## src/design/pwmm_pkg.sv

```systemverilog
// shared types and constants for the pwm period and duty meter
package pwmm_pkg;

  localparam int CAPTURE_BITS_DEF = 16;

  // configuration register indexes
  localparam logic [7:0] CFG_IDX_TIMEOUT = 8'd0;
  localparam logic [7:0] CFG_IDX_TICK_PS = 8'd1;

  localparam logic [23:0] TIMEOUT_RST = 24'd1000000;
  localparam logic [15:0] TICK_PS_RST = 16'd8333;

  localparam int FREQ_Q_BITS = 20;
  localparam int DUTY_Q_BITS = 17;

  localparam logic [19:0] FREQ_MAX = 20'd999999;
  localparam logic [16:0] DUTY_MAX = 17'd99999;
  localparam logic [19:0] DUTY_SCALE = 20'd100000;
  localparam logic [36:0] FREQ_NUM = 37'd100000000000;
  // a denominator at or below this gives a frequency that saturates
  localparam logic [16:0] FREQ_SAT_DEN = 17'd100000;
  // x / 10 as (x * DIV10_MUL) >> DIV10_SHIFT, exact below 2^22
  localparam logic [19:0] DIV10_MUL = 20'd838861;
  localparam int DIV10_SHIFT = 23;

  typedef enum logic [1:0] {
    KIND_RISE   = 2'd0,
    KIND_FALL   = 2'd1,
    KIND_TICK   = 2'd2,
    KIND_REPORT = 2'd3
  } kind_e;

  typedef enum logic [3:0] {
    S_IDLE,
    S_MULD,
    S_MULH,
    S_DIVF,
    S_CHKD,
    S_DIVD,
    S_MUL10,
    S_SUM,
    S_BCDF,
    S_BCDD,
    S_OUT
  } state_e;

endpackage

```

## src/design/pwm_period_duty_meter_top.sv

```systemverilog
// pwm period and duty meter: capture tracking, shared divider and bcd sequencer
//
// Input channel s_axis: tuser carries the kind (rising capture, falling capture,
// idle tick, report request) and tdata the 16-bit timer capture. Captures and
// idle ticks update the meter state in the cycle they are accepted and give no
// result. A report request gives one beat on m_axis with frequency (10 Hz units),
// duty (thousandths of a percent) and their bcd digits; tuser flags no signal.
// The cfg channel writes timeout_limit (index 0) and tick_period_ps (index 1);
// it is always ready and is to be written only while the meter is idle.
// A report with a valid signal uses one shared multiplier and one shared restoring
// divider (one quotient bit per cycle, 20 bits for the frequency, 17 for the duty;
// a division whose result saturates is skipped) followed by a shift-add-3 bcd
// converter that reuses the divider's shift register.
// A timeout or zero-period report skips the arithmetic.
// s_axis_tready is low while a report is being worked on. The result sits in an
// output register, so a stalled receiver only holds the next report at its last
// step. Reset clears the meter state, restores the register defaults and drops
// any pending result.
module pwm_period_duty_meter_top #(
  parameter int CAPTURE_BITS = pwmm_pkg::CAPTURE_BITS_DEF
) (
  input  logic        clk_i,
  input  logic        rst_ni,
  input  logic        s_axis_tvalid,
  output logic        s_axis_tready,
  input  logic [15:0] s_axis_tdata,   // [15:0] capture_value
  input  logic [1:0]  s_axis_tuser,   // [1:0] kind
  output logic        m_axis_tvalid,
  input  logic        m_axis_tready,
  output logic [79:0] m_axis_tdata,   // [19:0] freq_tens_hz, [36:20] duty_milli_pct,
                                      // [60:37] freq_bcd, [72:61] duty_bcd, [79:73] zero
  output logic        m_axis_tuser,   // [0] no_signal
  input  logic        cfg_valid_i,
  output logic        cfg_ready_o,
  input  logic [7:0]  cfg_index_i,
  input  logic [23:0] cfg_data_i
);
  import pwmm_pkg::*;

  localparam int CB     = CAPTURE_BITS;
  localparam int DEN_W  = CB + 16;
  localparam int MA_W   = (CB > FREQ_Q_BITS) ? CB : FREQ_Q_BITS;
  localparam int MB_W   = 20;
  localparam int PROD_W = MA_W + MB_W;
  localparam int HP_W   = CB + DUTY_Q_BITS;

  state_e state_q, state_d;

  logic [23:0]   tmo_limit_q;
  logic [15:0]   tick_ps_q;
  logic [CB-1:0] last_rise_q, period_q, high_q;
  logic [23:0]   rise_idle_q, fall_idle_q;

  logic [DEN_W-1:0] den_q;
  logic [HP_W-1:0]  hprod_q;
  logic [DEN_W-1:0] rem_q;
  logic [19:0]      dq_q;
  logic [4:0]       cnt_q;
  logic [19:0]      freq_q;
  logic [16:0]      duty_q, f10_q;
  logic             nosig_q;
  logic [23:0]      bcd_q, fbcd_q;
  logic [11:0]      dbcd_q;

  logic        ov_q;
  logic [79:0] odata_q;
  logic        ouser_q;

  logic          in_fire;
  kind_e         kind;
  logic [CB-1:0] cap;
  logic          rep_tmo, rep_zero, rep_start;
  logic          last_step, out_load;

  logic [MA_W-1:0]   mul_a;
  logic [MB_W-1:0]   mul_b;
  logic [PROD_W-1:0] prod;

  logic [DEN_W-1:0] div_den;
  logic [DEN_W:0]   div_wide, div_diff;
  logic             div_ge;
  logic [DEN_W-1:0] rem_nx;
  logic [19:0]      dq_nx;

  logic [23:0] bcd_adj, bcd_nx;
  logic [19:0] dd_nx;
  logic [17:0] duty_sum;

  assign s_axis_tready = (state_q == S_IDLE);
  assign in_fire       = s_axis_tvalid && s_axis_tready;
  assign kind          = kind_e'(s_axis_tuser);
  assign cap           = CB'(s_axis_tdata);
  assign cfg_ready_o   = 1'b1;

  assign rep_tmo   = (rise_idle_q > tmo_limit_q) || (fall_idle_q > tmo_limit_q);
  assign rep_zero  = (period_q == '0) || (tick_ps_q == '0);
  assign rep_start = in_fire && (kind == KIND_REPORT);
  assign last_step = (cnt_q == 5'd1);
  assign out_load  = (state_q == S_OUT) && (!ov_q || m_axis_tready);

  // shared multiplier
  always_comb begin
    unique case (state_q)
      S_MULH: begin
        mul_a = MA_W'(high_q);
        mul_b = DUTY_SCALE;
      end
      S_MUL10: begin
        mul_a = MA_W'(freq_q);
        mul_b = DIV10_MUL;
      end
      default: begin
        mul_a = MA_W'(period_q);
        mul_b = MB_W'(tick_ps_q);
      end
    endcase
  end
  assign prod = PROD_W'(mul_a) * PROD_W'(mul_b);

  // restoring divider step, one quotient bit per cycle
  assign div_den  = (state_q == S_DIVF) ? den_q : DEN_W'(period_q);
  assign div_wide = {rem_q, dq_q[19]};
  assign div_ge   = div_wide >= {1'b0, div_den};
  assign div_diff = div_wide - {1'b0, div_den};
  assign rem_nx   = div_ge ? div_diff[DEN_W-1:0] : div_wide[DEN_W-1:0];
  assign dq_nx    = {dq_q[18:0], div_ge};

  // shift-add-3 step over six digits
  always_comb begin
    for (int i = 0; i < 6; i++) begin
      bcd_adj[4*i +: 4] = (bcd_q[4*i +: 4] >= 4'd5) ? bcd_q[4*i +: 4] + 4'd3
                                                   : bcd_q[4*i +: 4];
    end
  end
  assign bcd_nx = {bcd_adj[22:0], dq_q[19]};
  assign dd_nx  = {dq_q[18:0], 1'b0};

  assign duty_sum = {1'b0, duty_q} + {1'b0, f10_q};

  always_comb begin
    state_d = state_q;
    unique case (state_q)
      S_IDLE: begin
        if (rep_start) begin
          state_d = (rep_tmo || rep_zero) ? S_BCDF : S_MULD;
        end
      end
      S_MULD:  state_d = S_MULH;
      S_MULH:  state_d = (den_q <= DEN_W'(FREQ_SAT_DEN)) ? S_CHKD : S_DIVF;
      S_DIVF:  if (last_step) state_d = S_CHKD;
      S_CHKD:  state_d = (high_q >= period_q) ? S_MUL10 : S_DIVD;
      S_DIVD:  if (last_step) state_d = S_MUL10;
      S_MUL10: state_d = S_SUM;
      S_SUM:   state_d = S_BCDF;
      S_BCDF:  if (last_step) state_d = S_BCDD;
      S_BCDD:  if (last_step) state_d = S_OUT;
      S_OUT:   if (out_load) state_d = S_IDLE;
      default: state_d = S_IDLE;
    endcase
  end

  always_ff @(posedge clk_i or negedge rst_ni) begin
    if (!rst_ni) begin
      state_q <= S_IDLE;
    end else begin
      state_q <= state_d;
    end
  end

  // configuration and meter state
  always_ff @(posedge clk_i or negedge rst_ni) begin
    if (!rst_ni) begin
      tmo_limit_q <= TIMEOUT_RST;
      tick_ps_q   <= TICK_PS_RST;
      last_rise_q <= '0;
      period_q    <= '0;
      high_q      <= '0;
      rise_idle_q <= '0;
      fall_idle_q <= '0;
    end else begin
      if (cfg_valid_i) begin
        if (cfg_index_i == CFG_IDX_TIMEOUT) begin
          tmo_limit_q <= cfg_data_i;
        end else if (cfg_index_i == CFG_IDX_TICK_PS) begin
          tick_ps_q <= cfg_data_i[15:0];
        end
      end
      if (in_fire) begin
        unique case (kind)
          KIND_RISE: begin
            period_q    <= cap - last_rise_q;
            last_rise_q <= cap;
            rise_idle_q <= '0;
          end
          KIND_FALL: begin
            high_q      <= cap - last_rise_q;
            fall_idle_q <= '0;
          end
          KIND_TICK: begin
            if (rise_idle_q != '1) rise_idle_q <= rise_idle_q + 24'd1;
            if (fall_idle_q != '1) fall_idle_q <= fall_idle_q + 24'd1;
          end
          KIND_REPORT: ;
          default: ;
        endcase
      end
    end
  end

  // report datapath
  always_ff @(posedge clk_i) begin
    unique case (state_q)
      S_IDLE: begin
        if (rep_start) begin
          nosig_q <= rep_tmo || rep_zero;
          freq_q  <= '0;
          duty_q  <= (rep_tmo && (rise_idle_q < fall_idle_q)) ? DUTY_MAX : '0;
          dq_q    <= '0;
          bcd_q   <= '0;
          cnt_q   <= 5'(FREQ_Q_BITS);
        end
      end
      S_MULD: begin
        den_q <= prod[DEN_W-1:0];
      end
      S_MULH: begin
        hprod_q <= prod[HP_W-1:0];
        if (den_q <= DEN_W'(FREQ_SAT_DEN)) begin
          freq_q <= FREQ_MAX;
        end else begin
          // top quotient bits are known zero, start with the upper dividend in rem
          rem_q <= DEN_W'(FREQ_NUM[36:FREQ_Q_BITS]);
          dq_q  <= FREQ_NUM[FREQ_Q_BITS-1:0];
          cnt_q <= 5'(FREQ_Q_BITS);
        end
      end
      S_DIVF: begin
        rem_q <= rem_nx;
        dq_q  <= dq_nx;
        cnt_q <= cnt_q - 5'd1;
        if (last_step) freq_q <= dq_nx;
      end
      S_CHKD: begin
        if (high_q >= period_q) begin
          duty_q <= DUTY_MAX;
        end else begin
          rem_q <= DEN_W'(hprod_q[HP_W-1:DUTY_Q_BITS]);
          dq_q  <= {hprod_q[DUTY_Q_BITS-1:0], 3'b000};
          cnt_q <= 5'(DUTY_Q_BITS);
        end
      end
      S_DIVD: begin
        rem_q <= rem_nx;
        dq_q  <= dq_nx;
        cnt_q <= cnt_q - 5'd1;
        if (last_step) duty_q <= dq_nx[DUTY_Q_BITS-1:0];
      end
      S_MUL10: begin
        f10_q <= prod[DIV10_SHIFT+16:DIV10_SHIFT];
      end
      S_SUM: begin
        duty_q <= (duty_sum > {1'b0, DUTY_MAX}) ? DUTY_MAX : duty_sum[16:0];
        dq_q   <= freq_q;
        bcd_q  <= '0;
        cnt_q  <= 5'(FREQ_Q_BITS);
      end
      S_BCDF: begin
        if (last_step) begin
          fbcd_q <= bcd_nx;
          bcd_q  <= '0;
          dq_q   <= {duty_q, 3'b000};
          cnt_q  <= 5'(DUTY_Q_BITS);
        end else begin
          bcd_q <= bcd_nx;
          dq_q  <= dd_nx;
          cnt_q <= cnt_q - 5'd1;
        end
      end
      S_BCDD: begin
        bcd_q <= bcd_nx;
        dq_q  <= dd_nx;
        cnt_q <= cnt_q - 5'd1;
        // percent tens, units and tenths are the upper three of five digits
        if (last_step) dbcd_q <= bcd_nx[19:8];
      end
      S_OUT: begin
        if (out_load) begin
          odata_q <= {7'd0, dbcd_q, fbcd_q, duty_q, freq_q};
          ouser_q <= nosig_q;
        end
      end
      default: ;
    endcase
  end

  always_ff @(posedge clk_i or negedge rst_ni) begin
    if (!rst_ni) begin
      ov_q <= 1'b0;
    end else if (out_load) begin
      ov_q <= 1'b1;
    end else if (m_axis_tready) begin
      ov_q <= 1'b0;
    end
  end

  assign m_axis_tvalid = ov_q;
  assign m_axis_tdata  = odata_q;
  assign m_axis_tuser  = ouser_q;

endmodule

```

## config.mk

```make
export PLATFORM = sky130hd
export DESIGN_NAME = pwm_period_duty_meter_top
export DESIGN_NICKNAME = d
export VERILOG_FILES = /design/src/design/pwmm_pkg.sv /design/src/design/pwm_period_duty_meter_top.sv
export SDC_FILE = /design/constraint.sdc
export NUM_CORES = 2
export LEC_CHECK = 0
export BUFFER_PORTS_ARGS = -buffer_cell sky130_fd_sc_hd__buf_2
export CAP_MARGIN = 20
export CELL_PAD_IN_SITES_DETAIL_PLACEMENT = 0
export CELL_PAD_IN_SITES_GLOBAL_PLACEMENT = 1
export CORE_UTILIZATION = 46
export DETAILED_ROUTE_END_ITERATION = 12
export PLACE_DENSITY_LB_ADDON = 0.1
export SLEW_MARGIN = 20
export SYNTH_ARGS = -nofsm -noshare
export SYNTH_HDL_FRONTEND = slang
export SYNTH_SLANG_ARGS = --single-unit
export TNS_END_PERCENT = 100
```

## constraint.sdc

```tcl
create_clock -name clk_i -period 8.12 [get_ports clk_i]
set_clock_uncertainty 0.05 [all_clocks]
set_input_delay 1.218 -clock clk_i [delete_from_list [all_inputs] [get_ports clk_i]]
set_output_delay 1.218 -clock clk_i [all_outputs]
set_load 0.1 [all_outputs]
```

Yosys cells after proc, flatten, opt, wreduce, memory -nomap -nowiden
Cells that the tools add are included.
Operators by class
  $mul: 1
  equal/unequal tests: 29
  bitwise operators: 1
  muxes and demuxes: 51
  reduce and logical (&&, ||, !) cells: 42
  magnitude comparators: 13
  add/subtract/negate cells: 12
Operators with widths (count)
  one-hot mux 20 bit (7 select lines): 1
  two-way mux 32 bit: 4
  two-way mux 20 bit: 6
  two-way mux 24 bit: 4
  one-hot mux 24 bit (2 select lines): 2
  one-hot mux 24 bit (4 select lines): 1
  one-hot mux 32 bit (3 select lines): 1
  two-way mux 17 bit: 5
  one-hot mux 20 bit (2 select lines): 2
  one-hot mux 17 bit (4 select lines): 1
  one-hot mux 20 bit (3 select lines): 1
  adder 24 x 1 -> 24 bit (second input constant): 2
  greater-than comparator 24 bit: 2
  two-way mux 4 bit: 12
  inequality test 24 bit (second input constant): 2
  one-hot mux 4 bit (11 select lines): 1
  multiplier 20 x 20 -> 40 bit: 1
  >= comparator 33 x 32 -> 1 bit: 1
  <= comparator 32 x 17 -> 1 bit (second input constant): 1
  zero test 16 bit: 2
  subtractor 32 bit: 1
  one-hot mux 5 bit (6 select lines): 1
  >= comparator 4 x 3 -> 1 bit (second input constant): 6
  < comparator 24 bit: 1
  39 further kinds: 88
Word-level totals
  output and inout port bits: 84
  logic and storage cells: 172
  register bits after elaboration: 452
  input bits: 55

Depth between registers and ports, before layout
  word-level depth: 6
  depth in mapped cells: 34
  mapped depth without buffers: 31

Least setup slack after synthesis
Ideal clock, no wire load.
  kind: flip-flop to flip-flop
  start point: register state_q[1]
  end point: register f10_q[15] (data pin)
  period minus slack after synthesis: 8.594 ns
  setup time: 0.269 ns
  setup slack: -0.474 ns
  data required time: 7.801 ns
  cell stages (with the launch flop): 29
  buffers on the path: 3
  arrival: 8.276 ns
  cell sequence: dfrtp_1 -> clkbuf_1 -> nor2b_1 -> nand2_1 -> inv_2 -> buf_1 -> buf_1 -> nand2_1 -> fa_1 -> inv_1 -> fa_1 -> ha_1 -> fa_1 -> fa_1 -> fa_1 -> inv_1 -> fa_1 -> inv_1 -> ha_1 -> a21oi_1 -> o211ai_1 -> a221oi_1 -> o22ai_1 -> a41o_1 -> nor4_1 -> o41ai_1 -> a21oi_1 -> o31ai_1 -> xor2_1
Between the ends
  word-level cells in the longest chain between the ends: 3
  elaborated cells on any way between the ends: 5
  those cells by class: mul: 1; eq/ne: 2; mux: 2
RTL lines
  start: declaration: line pwm_period_duty_meter_top.sv:47  | state_e state_q, state_d;
  start signal: assignment: line pwm_period_duty_meter_top.sv:166  | state_q <= state_d;
  equality test 4 x 3 -> 1 bit or equality test 4 x 2 -> 1 bit (tied branches): line pwm_period_duty_meter_top.sv:103  | unique case (state_q)
  one-hot mux 20 bit (2 select lines): line pwm_period_duty_meter_top.sv:103
  multiplier 20 x 20 -> 40 bit (*): line pwm_period_duty_meter_top.sv:118  | assign prod = PROD_W'(mul_a) * PROD_W'(mul_b);
  net prod[38]: line pwm_period_duty_meter_top.sv:77  | logic [PROD_W-1:0] prod;
  end signal: assignment: line pwm_period_duty_meter_top.sv:259  | f10_q <= prod[DIV10_SHIFT+16:DIV10_SHIFT];
  end: declaration: line pwm_period_duty_meter_top.sv:60  | logic [16:0] duty_q, f10_q;
The timed path passes the listed nets; every way through them passes the cells marked *.
A chain may end at the register's enable or synchronous reset.

Worst setup path in the final report
  start point: register state_q[0]
  end point: register hprod_q[25] (data pin)
Between the ends
  word-level cells in the longest chain between the ends: 3
  elaborated cells on any way between the ends: 5
  those cells by class: mul: 1; eq/ne: 2; mux: 2
RTL lines
  equality test 4 x 3 -> 1 bit or equality test 4 x 2 -> 1 bit (tied branches): line pwm_period_duty_meter_top.sv:103
  one-hot mux 20 bit (2 select lines): line pwm_period_duty_meter_top.sv:103
  multiplier 20 x 20 -> 40 bit (*): line pwm_period_duty_meter_top.sv:118
  net prod[25]: line pwm_period_duty_meter_top.sv:77
  end signal: assignment: line pwm_period_duty_meter_top.sv:227  | hprod_q <= prod[HP_W-1:0];
  end: declaration: line pwm_period_duty_meter_top.sv:55  | logic [HP_W-1:0] hprod_q;
Marks and branches as above.

==> summary.txt <==
Timing
  – Min Hold Slack: 0.365 ns
  – Worst slew pin tran: 1.08 ns
  – RSZ-0062 raised after global routing: yes
  – Hold Vio Cnt, Final: 0
  – Peak Freq: 0.126 GHz
  – Final min period: 7.95 ns
  – Slew Limit Fails: 0
  – Slew headroom: 0.281
  – Fin crit share: 0.979
  – Final Setup Violations: 0

Synth
  – Library cells used by synthesis: 86
  – Seq/Total Area, Yosys: 0.357
  – Mux contribution to synthesized area: 0.0220
  – Xor-xnor portion of the synthesized cell area: 0.0330
  – Post-synth top flop: edfxtp_1
  – Yosys reg bits: 452
  – Number of flops mapped to enable cells by yosys: 311
  – Post-synthesis compound-gate area fraction: 0.104
  – Combinational family with the most area after synthesis: adder cells
  – Ys async rst share: 0.312
  – Cells after Synth: 3589
  – Mapped cell area: 36100 sq um
  – Post-synthesis simple-gate area fraction: 0.133
  – Synth Warn #: 0
  – Mapped Avg Cell Area: 10.1 sq um
  – Adder-cell share of the synthesized area: 0.284

Hold path
  – Class of the worst hold path: flop to flop
  – Worst hold path startpoint: dbcd_q[7]

Place
  – Hpwl dp: 94.4 mm
  – Port Buffers: 130
  – DP Area: 39900 sq um
  – GP Congestion: 1.05
  – Cells after DPL: 4957

Worst setup path
  – CP Class: flop to flop
  – Critical-path top delay cell: fa_1
  – Crit path launch type: flop
  – Crit-path max FO: 7
  – Largest stage delay, worst path: 0.54 ns
  – Worst Setup End Kind: flop
  – Worst r2r src: state_q[0]
  – Start point of the critical path: state_q[0]
  – Critical Path RT: 8.38 ns
  – Critical Path AT: 8.21 ns

Final layout
  – Diode count: 0
  – Area Overhead vs Synth: 16.7%
  – Final nets: 4670
  – Fillers: 7068
  – Design Area, Final: 42100 sq um
  – Core Util, Final: 0.543
  – Post-route insts no fill: 5059
  – Layout cells sized above 1: 0.159

Floorplan
  – Die area: 79600 sq um
  – Core Region: 77600 sq um
  – Die Y: 282 microns
  – FP Rows: 102
  – Die width: 282 microns
  – Starting Density: 0.465
  – IO Pins: 139

CTS
  – Worst-path clk slew: 0.06 ns
  – CTS tree: built
  – Clk Latency, worst-skew pair: 0.62 ns
  – Max Buffers Root-to-Sink: 3
  – CTS Buf Count: 51
  – Clock root cell: clkbuf_16
  – Clock sinks: 452
  – H-tree Lvls: 2
  – Hold buffers post-CTS: 0

Route
  – DRC: 0
  – Iteration-0 DRC Markers: 1962
  – Via density: 5.48
  – Via Count: 27726
  – Post-Route WL: 117 mm
  – WL per Instance: 23.1 microns
  – First-pass DRT Iterations: 8
  – Remaining antenna violation count: 0

Global routing
  – First-pass GRT wire length: 177 mm
  – Grt total ovfl: 0
  – Antenna violations before repair: 3
  – Largest net degree at the start of global routing: 80
  – Vias in the first global route: 28671
  – Overall Global Routing Usage: 0.299

Run
  – Max-Cap Viols: 0

Run status
  – Status: complete, no violations
-- cells in the mapped netlist, drive strengths merged, types with 8 or more instances --
| cell | n | area share |
|---|---|---|
| fa | 302 | 0.17 |
| inv | 504 | 0.052 |
| o31ai | 8 | 0.0017 |
| nand4 | 40 | 0.0069 |
| edfxtp | 311 | 0.26 |
| or2 | 10 | 0.0017 |
| o211ai | 12 | 0.0026 |
| nor4 | 19 | 0.0033 |
| ha | 337 | 0.12 |
| clkbuf | 84 | 0.0087 |
| o21ai | 188 | 0.026 |
| nand2 | 401 | 0.042 |
| and2 | 32 | 0.0055 |
| nor2 | 349 | 0.037 |
| nand2b | 43 | 0.0075 |
| dfrtp | 129 | 0.089 |
| xor2 | 46 | 0.011 |
| or3 | 17 | 0.0029 |
| nor2b | 34 | 0.0059 |
| a31oi | 11 | 0.0019 |
| a221o | 17 | 0.0047 |
| o22ai | 19 | 0.0035 |
| a22o | 11 | 0.0027 |
| a211oi | 12 | 0.0028 |
| a222oi | 11 | 0.0031 |
| mux2 | 26 | 0.0081 |
| xnor2 | 90 | 0.022 |
| dfstp | 12 | 0.0087 |
| a21o | 55 | 0.011 |
| buf | 24 | 0.0045 |
| nor3 | 32 | 0.0046 |
| o21bai | 17 | 0.0035 |
| a21oi | 158 | 0.022 |
| a211o | 12 | 0.0029 |
| mux2i | 50 | 0.014 |
| and3 | 14 | 0.0024 |
| nand3 | 63 | 0.0089 |
| a21boi | 8 | 0.0017 |
| o21a | 15 | 0.0031 |
-- sequential cells by signal (all words and copies together), names as in the netlist, 4 cells and up --
register,cells
cnt_q,5
tick_ps_q,16
last_rise_q,16
hprod_q,33
high_q,16
dq_q,20
rise_idle_q,24
state_q,4
tmo_limit_q,24
dbcd_q,12
bcd_q,24
duty_q,17
m_axis_tdata,73
rem_q,32
fbcd_q,24
freq_q,20
den_q,32
f10_q,17
period_q,16
fall_idle_q,24
-- worst max-delay path: cells and delay by family (launching register included) --
family                   cells  cell delay [ns]
AO/OA/AOI/OAI                9             1.35
XOR/XNOR                     1             0.16
adder cells (fa/ha/maj)      8             3.77
buffers and inverters       12             1.45
flip-flops                   1             0.39
AND/OR/NAND/NOR              4             0.50
-- cell type report --
class / instances / area, sq um / area share
multi-input cells: 2563 / 21500 / 0.510
flip-flops and latches: 452 / 12900 / 0.306
repair buffers: 404 / 2850 / 0.0676
inverters: 504 / 1890 / 0.0449
clock buffers: 64 / 1380 / 0.0327
well taps: 1040 / 1300 / 0.0309
clock inverters: 32 / 327 / 0.00775
-- layout by cell type (no fill, tap or decap), drive strengths merged, types with 10 or more instances in the layout --
master,instances
inv,508
buf,403
nand2,401
nor2,349
ha,337
edfxtp,311
fa,302
o21ai,188
a21oi,158
dfrtp,129
xnor2,90
clkbuf,65
nand3,63
a21o,55
mux2i,50
xor2,46
nand2b,43
nand4,40
conb,40
nor2b,34
and2,32
nor3,32
mux2,26
nor4,19
o22ai,19
clkinv,18
or3,17
o21bai,17
a221o,17
o21a,15
and3,14
a211o,12
dfstp,12
o211ai,12
a211oi,12
a31oi,11
a222oi,11
a22o,11
or2,10
-- stage by stage --
step | TNS [ns] | setup WS (ns)
2_1_floorplan | 0 | 0.0181
3_3_place_gp | -1.13 | -0.292
3_5_place_dp | -1.55 | -0.327
4_1_cts | 0 | 0.00316
5_1_grt | -0.215 | -0.0514
6_report | 0 | 0.169
-- what timing repair did --
action | in CTS | in global routing
resized for setup | 17 | 80
endpoints found under the setup margin | 11 | 38
cloned | 0 | 1
pin swaps | 3 | 38
buffers inserted | 0 | 6
-- metal layers --
layer	share of wire	GRT usage	routed length (microns)
met1	0.44	0.411	50800
met2	0.46	0.482	53900
met3	0.069	0.0486	8020
met4	0.035	0.0936	4070
met5	0.00011	0	13
-- kinds of logic after synthesis --
| kind of cell | after synthesis |
|---|---|
| other | 2 |
| and+or+nand+nor | 1077 |
| DFF | 452 |
| adders and majority gates | 639 |
| xor gates and xnor gates | 136 |
| buffers and inverters | 612 |
| muxes | 76 |
| AOI/OAI and AO/OA | 595 |
-- final timing paths --
check	to	slack [ns]	depth (start not counted)
min reg2reg	m_axis_tdata[68]	0.37	0
max reg2reg	hprod_q[25]	0.17	34
min in group asynchronous	tmo_limit_q[23]	0.52	1
max in group asynchronous	tick_ps_q[5]	6.31	2
max	hprod_q[25]	0.17	34
min	m_axis_tdata[68]	0.37	0
Power is not shown: default switching activity piles up to over one toggle a cycle in this logic, so the estimate is an artifact.
